File: src/assert_macros.svh
// Assertion macros used by the RTL of the echo ranger.
`ifndef ASSERT_MACROS_SVH
`define ASSERT_MACROS_SVH

`ifndef ASSERT_OFF

// Check that the consequent holds in the same cycle as the antecedent.
`define ASSERT_IMPLIES(lbl, clk, rst_n, ante, cons) \
	lbl: assert property (@(posedge clk) disable iff (!(rst_n)) (ante) |-> (cons)) \
		else $error("assertion failed");

// Check that the expression holds on every clock edge outside reset.
`define ASSERT_ALWAYS(lbl, clk, rst_n, expr) \
	lbl: assert property (@(posedge clk) disable iff (!(rst_n)) (expr)) \
		else $error("assertion failed");

`else

`define ASSERT_IMPLIES(lbl, clk, rst_n, ante, cons)
`define ASSERT_ALWAYS(lbl, clk, rst_n, expr)

`endif

`endif

File: src/uera_pkg.sv
// Types and constants of the ultrasonic echo ranger.
package uera_pkg;

	localparam int TIMER_BITS_DEF = 16;
	localparam int CAPTURE_BITS   = 16;
	localparam int CLOCK_BITS     = 24;
	localparam int DIST_BITS      = 11;

	localparam logic [DIST_BITS-1:0]  DIST_MAX   = 11'd2047;
	localparam logic [CLOCK_BITS-1:0] PERIOD_TOP = 24'h00FFFF;

	localparam logic [9:0]            FAR_RST   = 10'd50;
	localparam logic [9:0]            NEAR_RST  = 10'd30;
	localparam logic [9:0]            CLOSE_RST = 10'd10;
	localparam logic [15:0]           TICKS_RST = 16'd1048;
	localparam logic [15:0]           BASE_RST  = 16'd5000;
	localparam logic [15:0]           SLOPE_RST = 16'd100;
	localparam logic [CLOCK_BITS-1:0] CLOCK_RST = 24'd1048576;

	typedef enum logic [2:0] {
		CFG_FAR_LIMIT    = 3'd0,
		CFG_NEAR_LIMIT   = 3'd1,
		CFG_CLOSE_LIMIT  = 3'd2,
		CFG_TICKS_PER_MS = 3'd3,
		CFG_TONE_BASE    = 3'd4,
		CFG_TONE_SLOPE   = 3'd5,
		CFG_TONE_CLOCK   = 3'd6
	} cfg_reg_t;

	typedef enum logic [6:0] {
		ST_IDLE     = 7'b0000001,
		ST_DIV_DIST = 7'b0000010,
		ST_SAT      = 7'b0000100,
		ST_MUL      = 7'b0001000,
		ST_FREQ     = 7'b0010000,
		ST_DIV_TONE = 7'b0100000,
		ST_LOAD     = 7'b1000000
	} state_t;

endpackage

File: src/ultrasonic_echo_ranger_with_alarm.sv
// Ultrasonic echo ranger: pulse width to distance, zone LEDs and buzzer tone setup.
//
//  channel   | direction | handshake               | payload
//  ----------+-----------+-------------------------+-------------------------------------
//  capture   | in        | capture_valid / _stall  | capture_time
//  result    | out       | result_valid / _stall   | distance_cm, red_led, green_led,
//            |           |                         | tone_hz, tone_period, tone_compare
//  cfg       | in        | cfg_valid / cfg_ready   | cfg_index, cfg_data
//
// A rising-edge capture only stores its time stamp and gives no result. A falling-edge
// capture runs distance division, saturation, multiply, frequency, tone division, load;
// every cycle of the two divisions is one restoring step of the single shared divider,
// first the distance, then the tone period. A silent tone skips the second division.
// While a capture is in work, capture_stall is high. A finished result sits in the
// output register; the next capture is taken while it waits, and only the final load of
// a new result waits for result_stall to drop. Reset returns the control and configuration
// registers to their defaults (not the datapath registers) and expects a rising edge next.
`include "assert_macros.svh"

module ultrasonic_echo_ranger_with_alarm #(
	parameter int TIMER_BITS = uera_pkg::TIMER_BITS_DEF
) (
	input  logic                                clk,
	input  logic                                arst_n,

	input  logic                                capture_valid,
	output logic                                capture_stall,
	input  logic [uera_pkg::CAPTURE_BITS-1:0]   capture_time,

	output logic                                result_valid,
	input  logic                                result_stall,
	output logic [uera_pkg::DIST_BITS-1:0]      distance_cm,
	output logic                                red_led,
	output logic                                green_led,
	output logic [15:0]                         tone_hz,
	output logic [15:0]                         tone_period,
	output logic [14:0]                         tone_compare,

	input  logic                                cfg_valid,
	output logic                                cfg_ready,
	input  logic [2:0]                          cfg_index,
	input  logic [uera_pkg::CLOCK_BITS-1:0]     cfg_data
);

	// Stamp bits that actually reach the timer compare.
	localparam int SB = (TIMER_BITS < uera_pkg::CAPTURE_BITS) ?
		TIMER_BITS : uera_pkg::CAPTURE_BITS;
	// Dividend width of the distance division: width * 17 needs five more bits.
	localparam int N1 = TIMER_BITS + 5;
	localparam int N2 = uera_pkg::CLOCK_BITS;
	// Shift register width of the shared divider.
	localparam int DW = (N1 > N2) ? N1 : N2;
	localparam int CW = $clog2(DW + 1);

	// Configuration registers.
	logic [9:0]                         far_q;
	logic [9:0]                         near_q;
	logic [9:0]                         close_q;
	logic [15:0]                        ticks_q;
	logic [15:0]                        base_q;
	logic [15:0]                        slope_q;
	logic [uera_pkg::CLOCK_BITS-1:0]    clock_q;

	// Edge tracking.
	logic                               await_q;
	logic [SB-1:0]                      rise_q;

	// Sequencer and shared divider.
	uera_pkg::state_t                   state_q;
	logic [CW-1:0]                      cnt_q;
	logic [DW-1:0]                      dq_q;
	logic [15:0]                        rem_q;
	logic [15:0]                        div_q;

	// Intermediate results.
	logic [uera_pkg::DIST_BITS-1:0]     dist_q;
	logic [26:0]                        prod_q;
	logic                               far_hit_q;
	logic                               red_q;
	logic                               green_q;
	logic [15:0]                        freq_q;

	// Output register.
	logic                               out_valid_q;
	logic [uera_pkg::DIST_BITS-1:0]     out_dist_q;
	logic                               out_red_q;
	logic                               out_green_q;
	logic [15:0]                        out_freq_q;
	logic [15:0]                        out_period_q;

	logic                               cap_take;
	logic                               out_free;
	logic [TIMER_BITS-1:0]              stamp_w;
	logic [TIMER_BITS-1:0]              rise_w;
	logic [TIMER_BITS-1:0]              width_w;
	logic [N1-1:0]                      width17_w;
	logic [15:0]                        ticks_w;
	logic [16:0]                        rem_sh_w;
	logic                               ge_w;
	logic [16:0]                        rem_diff_w;
	logic [15:0]                        rem_nx_w;
	logic [uera_pkg::DIST_BITS-1:0]     dist_sat_w;
	logic [26:0]                        prod_w;
	logic [15:0]                        freq_w;
	logic [uera_pkg::CLOCK_BITS-1:0]    quot_w;
	logic [15:0]                        period_w;

	assign cfg_ready     = 1'b1;
	assign capture_stall = (state_q != uera_pkg::ST_IDLE);
	assign cap_take      = capture_valid && !capture_stall;
	// The output slot can take a new result when empty or being drained.
	assign out_free      = !out_valid_q || !result_stall;

	// Pulse width modulo the timer range; wrap falls out of the subtraction.
	assign stamp_w   = TIMER_BITS'(capture_time[SB-1:0]);
	assign rise_w    = TIMER_BITS'(rise_q);
	assign width_w   = stamp_w - rise_w;
	assign width17_w = (N1'(width_w) << 4) + N1'(width_w);
	// Guard a zero tick rate.
	assign ticks_w   = (ticks_q == 16'd0) ? 16'd1 : ticks_q;

	// One restoring division step: shift in the next dividend bit, subtract if it fits.
	assign rem_sh_w   = {rem_q, dq_q[DW-1]};
	assign ge_w       = (rem_sh_w >= {1'b0, div_q});
	assign rem_diff_w = rem_sh_w - {1'b0, div_q};
	assign rem_nx_w   = ge_w ? rem_diff_w[15:0] : rem_sh_w[15:0];

	// Saturate the distance quotient to eleven bits.
	assign dist_sat_w = (|dq_q[N1-1:uera_pkg::DIST_BITS]) ?
		uera_pkg::DIST_MAX : dq_q[uera_pkg::DIST_BITS-1:0];

	assign prod_w = slope_q * dist_q;

	// Clamp the tone at zero; silence it beyond the far limit.
	assign freq_w = (far_hit_q || (prod_q >= {11'd0, base_q})) ? 16'd0 :
		(base_q - prod_q[15:0]);

	// Period is quotient minus one, kept only for quotients 1 through 0xFFFF.
	assign quot_w   = dq_q[uera_pkg::CLOCK_BITS-1:0];
	assign period_w = ((quot_w != '0) && (quot_w <= uera_pkg::PERIOD_TOP)) ?
		(quot_w[15:0] - 16'd1) : 16'd0;

	// Configuration writes; unknown indexes are dropped.
	always_ff @(posedge clk or negedge arst_n) begin
		if (!arst_n) begin
			far_q   <= uera_pkg::FAR_RST;
			near_q  <= uera_pkg::NEAR_RST;
			close_q <= uera_pkg::CLOSE_RST;
			ticks_q <= uera_pkg::TICKS_RST;
			base_q  <= uera_pkg::BASE_RST;
			slope_q <= uera_pkg::SLOPE_RST;
			clock_q <= uera_pkg::CLOCK_RST;
		end else if (cfg_valid && cfg_ready) begin
			unique case (cfg_index)
				uera_pkg::CFG_FAR_LIMIT:    far_q   <= cfg_data[9:0];
				uera_pkg::CFG_NEAR_LIMIT:   near_q  <= cfg_data[9:0];
				uera_pkg::CFG_CLOSE_LIMIT:  close_q <= cfg_data[9:0];
				uera_pkg::CFG_TICKS_PER_MS: ticks_q <= cfg_data[15:0];
				uera_pkg::CFG_TONE_BASE:    base_q  <= cfg_data[15:0];
				uera_pkg::CFG_TONE_SLOPE:   slope_q <= cfg_data[15:0];
				uera_pkg::CFG_TONE_CLOCK:   clock_q <= cfg_data;
				default: ;
			endcase
		end
	end

	// Sequencer control state.
	always_ff @(posedge clk or negedge arst_n) begin
		if (!arst_n) begin
			state_q     <= uera_pkg::ST_IDLE;
			await_q     <= 1'b1;
			rise_q      <= '0;
			cnt_q       <= '0;
			out_valid_q <= 1'b0;
		end else begin
			// Drop the slot once drained, unless a new result loads in the same cycle.
			if (out_valid_q && !result_stall && (state_q != uera_pkg::ST_LOAD)) begin
				out_valid_q <= 1'b0;
			end
			unique case (state_q)
				uera_pkg::ST_IDLE: begin
					if (cap_take) begin
						await_q <= !await_q;
						if (await_q) begin
							rise_q <= capture_time[SB-1:0];
						end else begin
							cnt_q   <= CW'(N1);
							state_q <= uera_pkg::ST_DIV_DIST;
						end
					end
				end
				uera_pkg::ST_DIV_DIST: begin
					cnt_q <= cnt_q - CW'(1);
					if (cnt_q == CW'(1)) begin
						state_q <= uera_pkg::ST_SAT;
					end
				end
				uera_pkg::ST_SAT: begin
					state_q <= uera_pkg::ST_MUL;
				end
				uera_pkg::ST_MUL: begin
					state_q <= uera_pkg::ST_FREQ;
				end
				uera_pkg::ST_FREQ: begin
					if (freq_w == 16'd0) begin
						state_q <= uera_pkg::ST_LOAD;
					end else begin
						cnt_q   <= CW'(N2);
						state_q <= uera_pkg::ST_DIV_TONE;
					end
				end
				uera_pkg::ST_DIV_TONE: begin
					cnt_q <= cnt_q - CW'(1);
					if (cnt_q == CW'(1)) begin
						state_q <= uera_pkg::ST_LOAD;
					end
				end
				uera_pkg::ST_LOAD: begin
					// Hold until the output slot frees up.
					if (out_free) begin
						out_valid_q <= 1'b1;
						state_q     <= uera_pkg::ST_IDLE;
					end
				end
				default: begin
					state_q <= uera_pkg::ST_IDLE;
				end
			endcase
		end
	end

	// Datapath registers.
	always_ff @(posedge clk) begin
		unique case (state_q)
			uera_pkg::ST_IDLE: begin
				// Load the distance division: width * 17 over ticks per ms.
				if (cap_take && !await_q) begin
					dq_q  <= DW'(width17_w) << (DW - N1);
					rem_q <= '0;
					div_q <= ticks_w;
				end
			end
			uera_pkg::ST_DIV_DIST, uera_pkg::ST_DIV_TONE: begin
				dq_q  <= {dq_q[DW-2:0], ge_w};
				rem_q <= rem_nx_w;
			end
			uera_pkg::ST_SAT: begin
				dist_q <= dist_sat_w;
			end
			uera_pkg::ST_MUL: begin
				prod_q    <= prod_w;
				far_hit_q <= (dist_q > {1'b0, far_q});
				// Zones in fixed order: above far, near..far, close..near, below close.
				if (dist_q > {1'b0, far_q}) begin
					red_q   <= 1'b0;
					green_q <= 1'b0;
				end else if (dist_q >= {1'b0, near_q}) begin
					red_q   <= 1'b0;
					green_q <= 1'b1;
				end else if (dist_q >= {1'b0, close_q}) begin
					red_q   <= 1'b1;
					green_q <= 1'b0;
				end else begin
					red_q   <= 1'b1;
					green_q <= 1'b1;
				end
			end
			uera_pkg::ST_FREQ: begin
				freq_q <= freq_w;
				rem_q  <= '0;
				div_q  <= freq_w;
				// A silent tone leaves a zero quotient, which maps to a zero period.
				if (freq_w == 16'd0) begin
					dq_q <= '0;
				end else begin
					dq_q <= DW'(clock_q) << (DW - N2);
				end
			end
			uera_pkg::ST_LOAD: begin
				if (out_free) begin
					out_dist_q   <= dist_q;
					out_red_q    <= red_q;
					out_green_q  <= green_q;
					out_freq_q   <= freq_q;
					out_period_q <= period_w;
				end
			end
			default: ;
		endcase
	end

	assign result_valid = out_valid_q;
	assign distance_cm  = out_dist_q;
	assign red_led      = out_red_q;
	assign green_led    = out_green_q;
	assign tone_hz      = out_freq_q;
	assign tone_period  = out_period_q;
	assign tone_compare = out_period_q[15:1];

	// The divider always has steps left while a division runs.
	`ASSERT_IMPLIES(a_div_count, clk, arst_n,
		(state_q == uera_pkg::ST_DIV_DIST) || (state_q == uera_pkg::ST_DIV_TONE),
		cnt_q != '0)
	// A silent tone never carries a period.
	`ASSERT_IMPLIES(a_silent_period, clk, arst_n,
		result_valid && (tone_hz == 16'd0), tone_period == 16'd0)
	// Both LEDs off means beyond the far limit, where the buzzer is off too.
	`ASSERT_IMPLIES(a_far_silent, clk, arst_n,
		result_valid && !red_led && !green_led, tone_hz == 16'd0)
	// Duty compare is half the period.
	`ASSERT_IMPLIES(a_half_period, clk, arst_n,
		result_valid, tone_compare == tone_period[15:1])

endmodule
File: config.mk
export PLATFORM = sky130hd
export DESIGN_NAME = ultrasonic_echo_ranger_with_alarm
export DESIGN_NICKNAME = d
export VERILOG_FILES = /design/src/uera_pkg.sv /design/src/ultrasonic_echo_ranger_with_alarm.sv
export VERILOG_INCLUDE_DIRS = /design/src /design/src/src
export SDC_FILE = /design/constraint.sdc
export NUM_CORES = 1
export LEC_CHECK = 0
export ABC_AREA = 0
export BUFFER_PORTS_ARGS = -buffer_cell sky130_fd_sc_hd__buf_2
export CAP_MARGIN = 20
export CORE_ASPECT_RATIO = 0.6
export CORE_MARGIN = 3
export CORE_UTILIZATION = 42
export DETAILED_ROUTE_END_ITERATION = 8
export HOLD_SLACK_MARGIN = 0.06
export PLACE_DENSITY = 0.57
export SYNTH_ARGS = -nofsm -noshare
export SYNTH_HDL_FRONTEND = slang
export SYNTH_SLANG_ARGS = --single-unit
File: constraint.sdc
create_clock -name clk -period 11.25 [get_ports clk]
set_input_delay 1.6875 -clock clk [delete_from_list [all_inputs] [get_ports clk]]
set_output_delay 1.6875 -clock clk [all_outputs]
set_load 0.03 [all_outputs]
==> out/metrics.csv <==
metric;value;unit
status;completed;
end_kind;register;
slew_headroom;0.2745;
post-synth-top-count-cell;inv_1;
startpoint;dist_q[10]$_SDFFCE_PP1P_;
wirelength;54570;um
synth_top_area_frac;0.2253;
grt_max_degree;73;
fmax;150.5;MHz
cp.arrival;6.98;ns
die_area;0.05294;mm^2
syn2layout_area_growth;10.06;%
synth_fp_nets;2371;
grt_pass1_vias;14553;
synth_edf_count;158;
async_flop_share;0.4552;
synthTopCellsByArea;edfxtp_1 (23%), dfrtp_1 (13%), fa_1 (12%), ha_1 (10%), inv_1 (4.9%);
dr.pass1.iters;5;
hold_buffers;0;
max_slew.worst_pin.slew;1.078;ns
clock_sinks;290;
crit_path_start_kind;register;
path_class;reg2reg;
synth-seq-cells;290;
path_clk_slew;0.07;ns
ys_warn_count;0;
rows;62;
drive_above_1_share;0.1395;
routedWlPerCell;19.79;um
cts_tree;yes;
holdCritStartpoint;freq_q[12]$_DFFE_PP_;
synth_commonest_cells;inv_1 (274), nand2_1 (197), ha_1 (173);
root_buffer;clkbuf_16;
drt_iter0_drc;1076;
grt_first_pass_wirelength;85850;um
synthCells;2021;
synth.avg_cell_area;10.42;um^2
fin_worst_skew;0.01200;ns
met1_usage;0.3338;
finalMaxSlewViolations;0;
rsz0062_at_grt;false;
grt_usage;0.2070;
synth_area;0.02106;mm^2
routed_via_density;5.370;
period_share;0.5908;
final_antenna_net_count;0;
core_area;0.04864;mm^2
crit_required;11.58;ns
tns;0;ns
r2r_start;dist_q[10]$_SDFFCE_PP1P_;
hpwl;41000;um
met3_usage;0.04230;
hold_violations;0;
fp.dieH;179.4;um
grt_use_met2;0.2882;
post_cts_buffers;0;
gp_congestion;0.8716;
cts_resized;0;
drv_cap;0;
min_path_type;reg2reg;
ys.flop_type;edfxtp_1;
ys_types;79;
port_buffers;109;
setup_viol;0;
antenna_found_initial;3;
yosysTopAreaCell;edfxtp_1;
die_w;295.1;um
numCtsBuffers;30;
initial_core_util;0.4329;
vias;14806;
htreeDepth;1;
clk-insertion-delay-late;0.58;ns
cp_max_fo;24;
fin_crit;6.646;ns
drc;0;
io_pins;111;
grt_overflow_total;0;
clk_path_buf_depth;3;
ys_seq_area_frac;0.3836;
nets;2441;
busiest_layer;met1;
through the flow:
stage          instance area [um^2]  std cells  hold WS, ns  utilization  worst slack, ns
4_1_cts                       23130       2753       0.4187       0.4756            4.615
3_5_place_dp                  22150       2697       0.4045       0.4554            4.610
5_1_grt                       23170       2756       0.4250       0.4764            4.310
6_report                      23170       2757       0.4186       0.4765            4.604
2_1_floorplan                 21060       2021       0.4003            -            5.109
3_3_place_gp                  22150       2697       0.4035       0.4554            4.768
final cells by class:
type,instances,area (um^2)
antenna,2,5.005
clock inverter,18,180.2
fill,4473,25460
inverter,275,1032
multi-input combinational,1371,11600
sequential,290,8077
clock buffer,38,802.0
tap,640,800.8
timing repair buffer,123,676.9
worst paths after layout:
path	to	slack, ns	cells after the start
worst min-delay path	tone_hz[12]$_DFFE_PP_	0.42	0
max in group asynchronous	base_q[6]$_DFFE_PN0P_	8.74	2
min in group asynchronous	rise_q[4]$_DFFE_PN0P_	1.11	1
worst max register to register	prod_q[25]$_DFFE_PP_	4.60	18
worst max-delay path	prod_q[25]$_DFFE_PP_	4.60	18
worst min register to register	tone_hz[12]$_DFFE_PP_	0.42	0
routing by layer:
metal	routed length, um	vias up
met1	28080	7296
met2	21610	422
met3	4081	59
met5	0	-
met4	804	0
li1	-	7029
layout by cell type, fill, tap and decap left out, types with 82 or more instances in the layout:
| master | n |
|---|---|
| dfrtp_1 | 109 |
| fa_1 | 129 |
| o21ai_0 | 82 |
| nor2_1 | 107 |
| nand2_1 | 196 |
| ha_1 | 173 |
| edfxtp_1 | 158 |
| inv_1 | 274 |
| and2_1 | 93 |
| buf_2 | 108 |
kinds of logic (layout without fill, tap and decap cells):
family | count (synthesis) | in the layout | synth area share
flops | 290 | 290 | 0.3836
simple gates | 580 | 580 | 0.1379
mux | 88 | 88 | 0.04641
compound gates | 323 | 323 | 0.1062
other cells | 1 | 3 | 0.0001781
fa+ha+maj | 302 | 302 | 0.2254
xor+xnor | 77 | 77 | 0.03203
buf+inv | 360 | 454 | 0.06822
flip-flops by register name (all words and copies together) (netlist names), 5 cells and up:
name,cells
ticks_q,16
tone_hz,16
div_q,16
base_q,16
rise_q,16
near_q,10
freq_q,16
tone_period,16
far_q,10
prod_q,27
dist_q,11
state_q,7
dq_q,24
distance_cm,11
clock_q,24
close_q,10
rem_q,16
cnt_q,5
slope_q,16
critical path, cell delays in order (launching register included):
cell	delay [ns]
edfxtp_1	0.84
nand2_1	0.17
fa_1	0.55
fa_1	0.55
inv_1	0.06
fa_1	0.51
fa_1	0.57
inv_1	0.06
fa_1	0.53
inv_1	0.05
ha_1	0.36
a2111o_1	0.39
o22a_1	0.25
a221o_1	0.37
o21a_1	0.24
a2111oi_0	0.46
o21bai_1	0.15
a21oi_1	0.19
xnor2_1	0.10
Power is left out: the tool's default activity adds up to more than one toggle a clock period on the data nets, which glitch-free logic cannot reach.
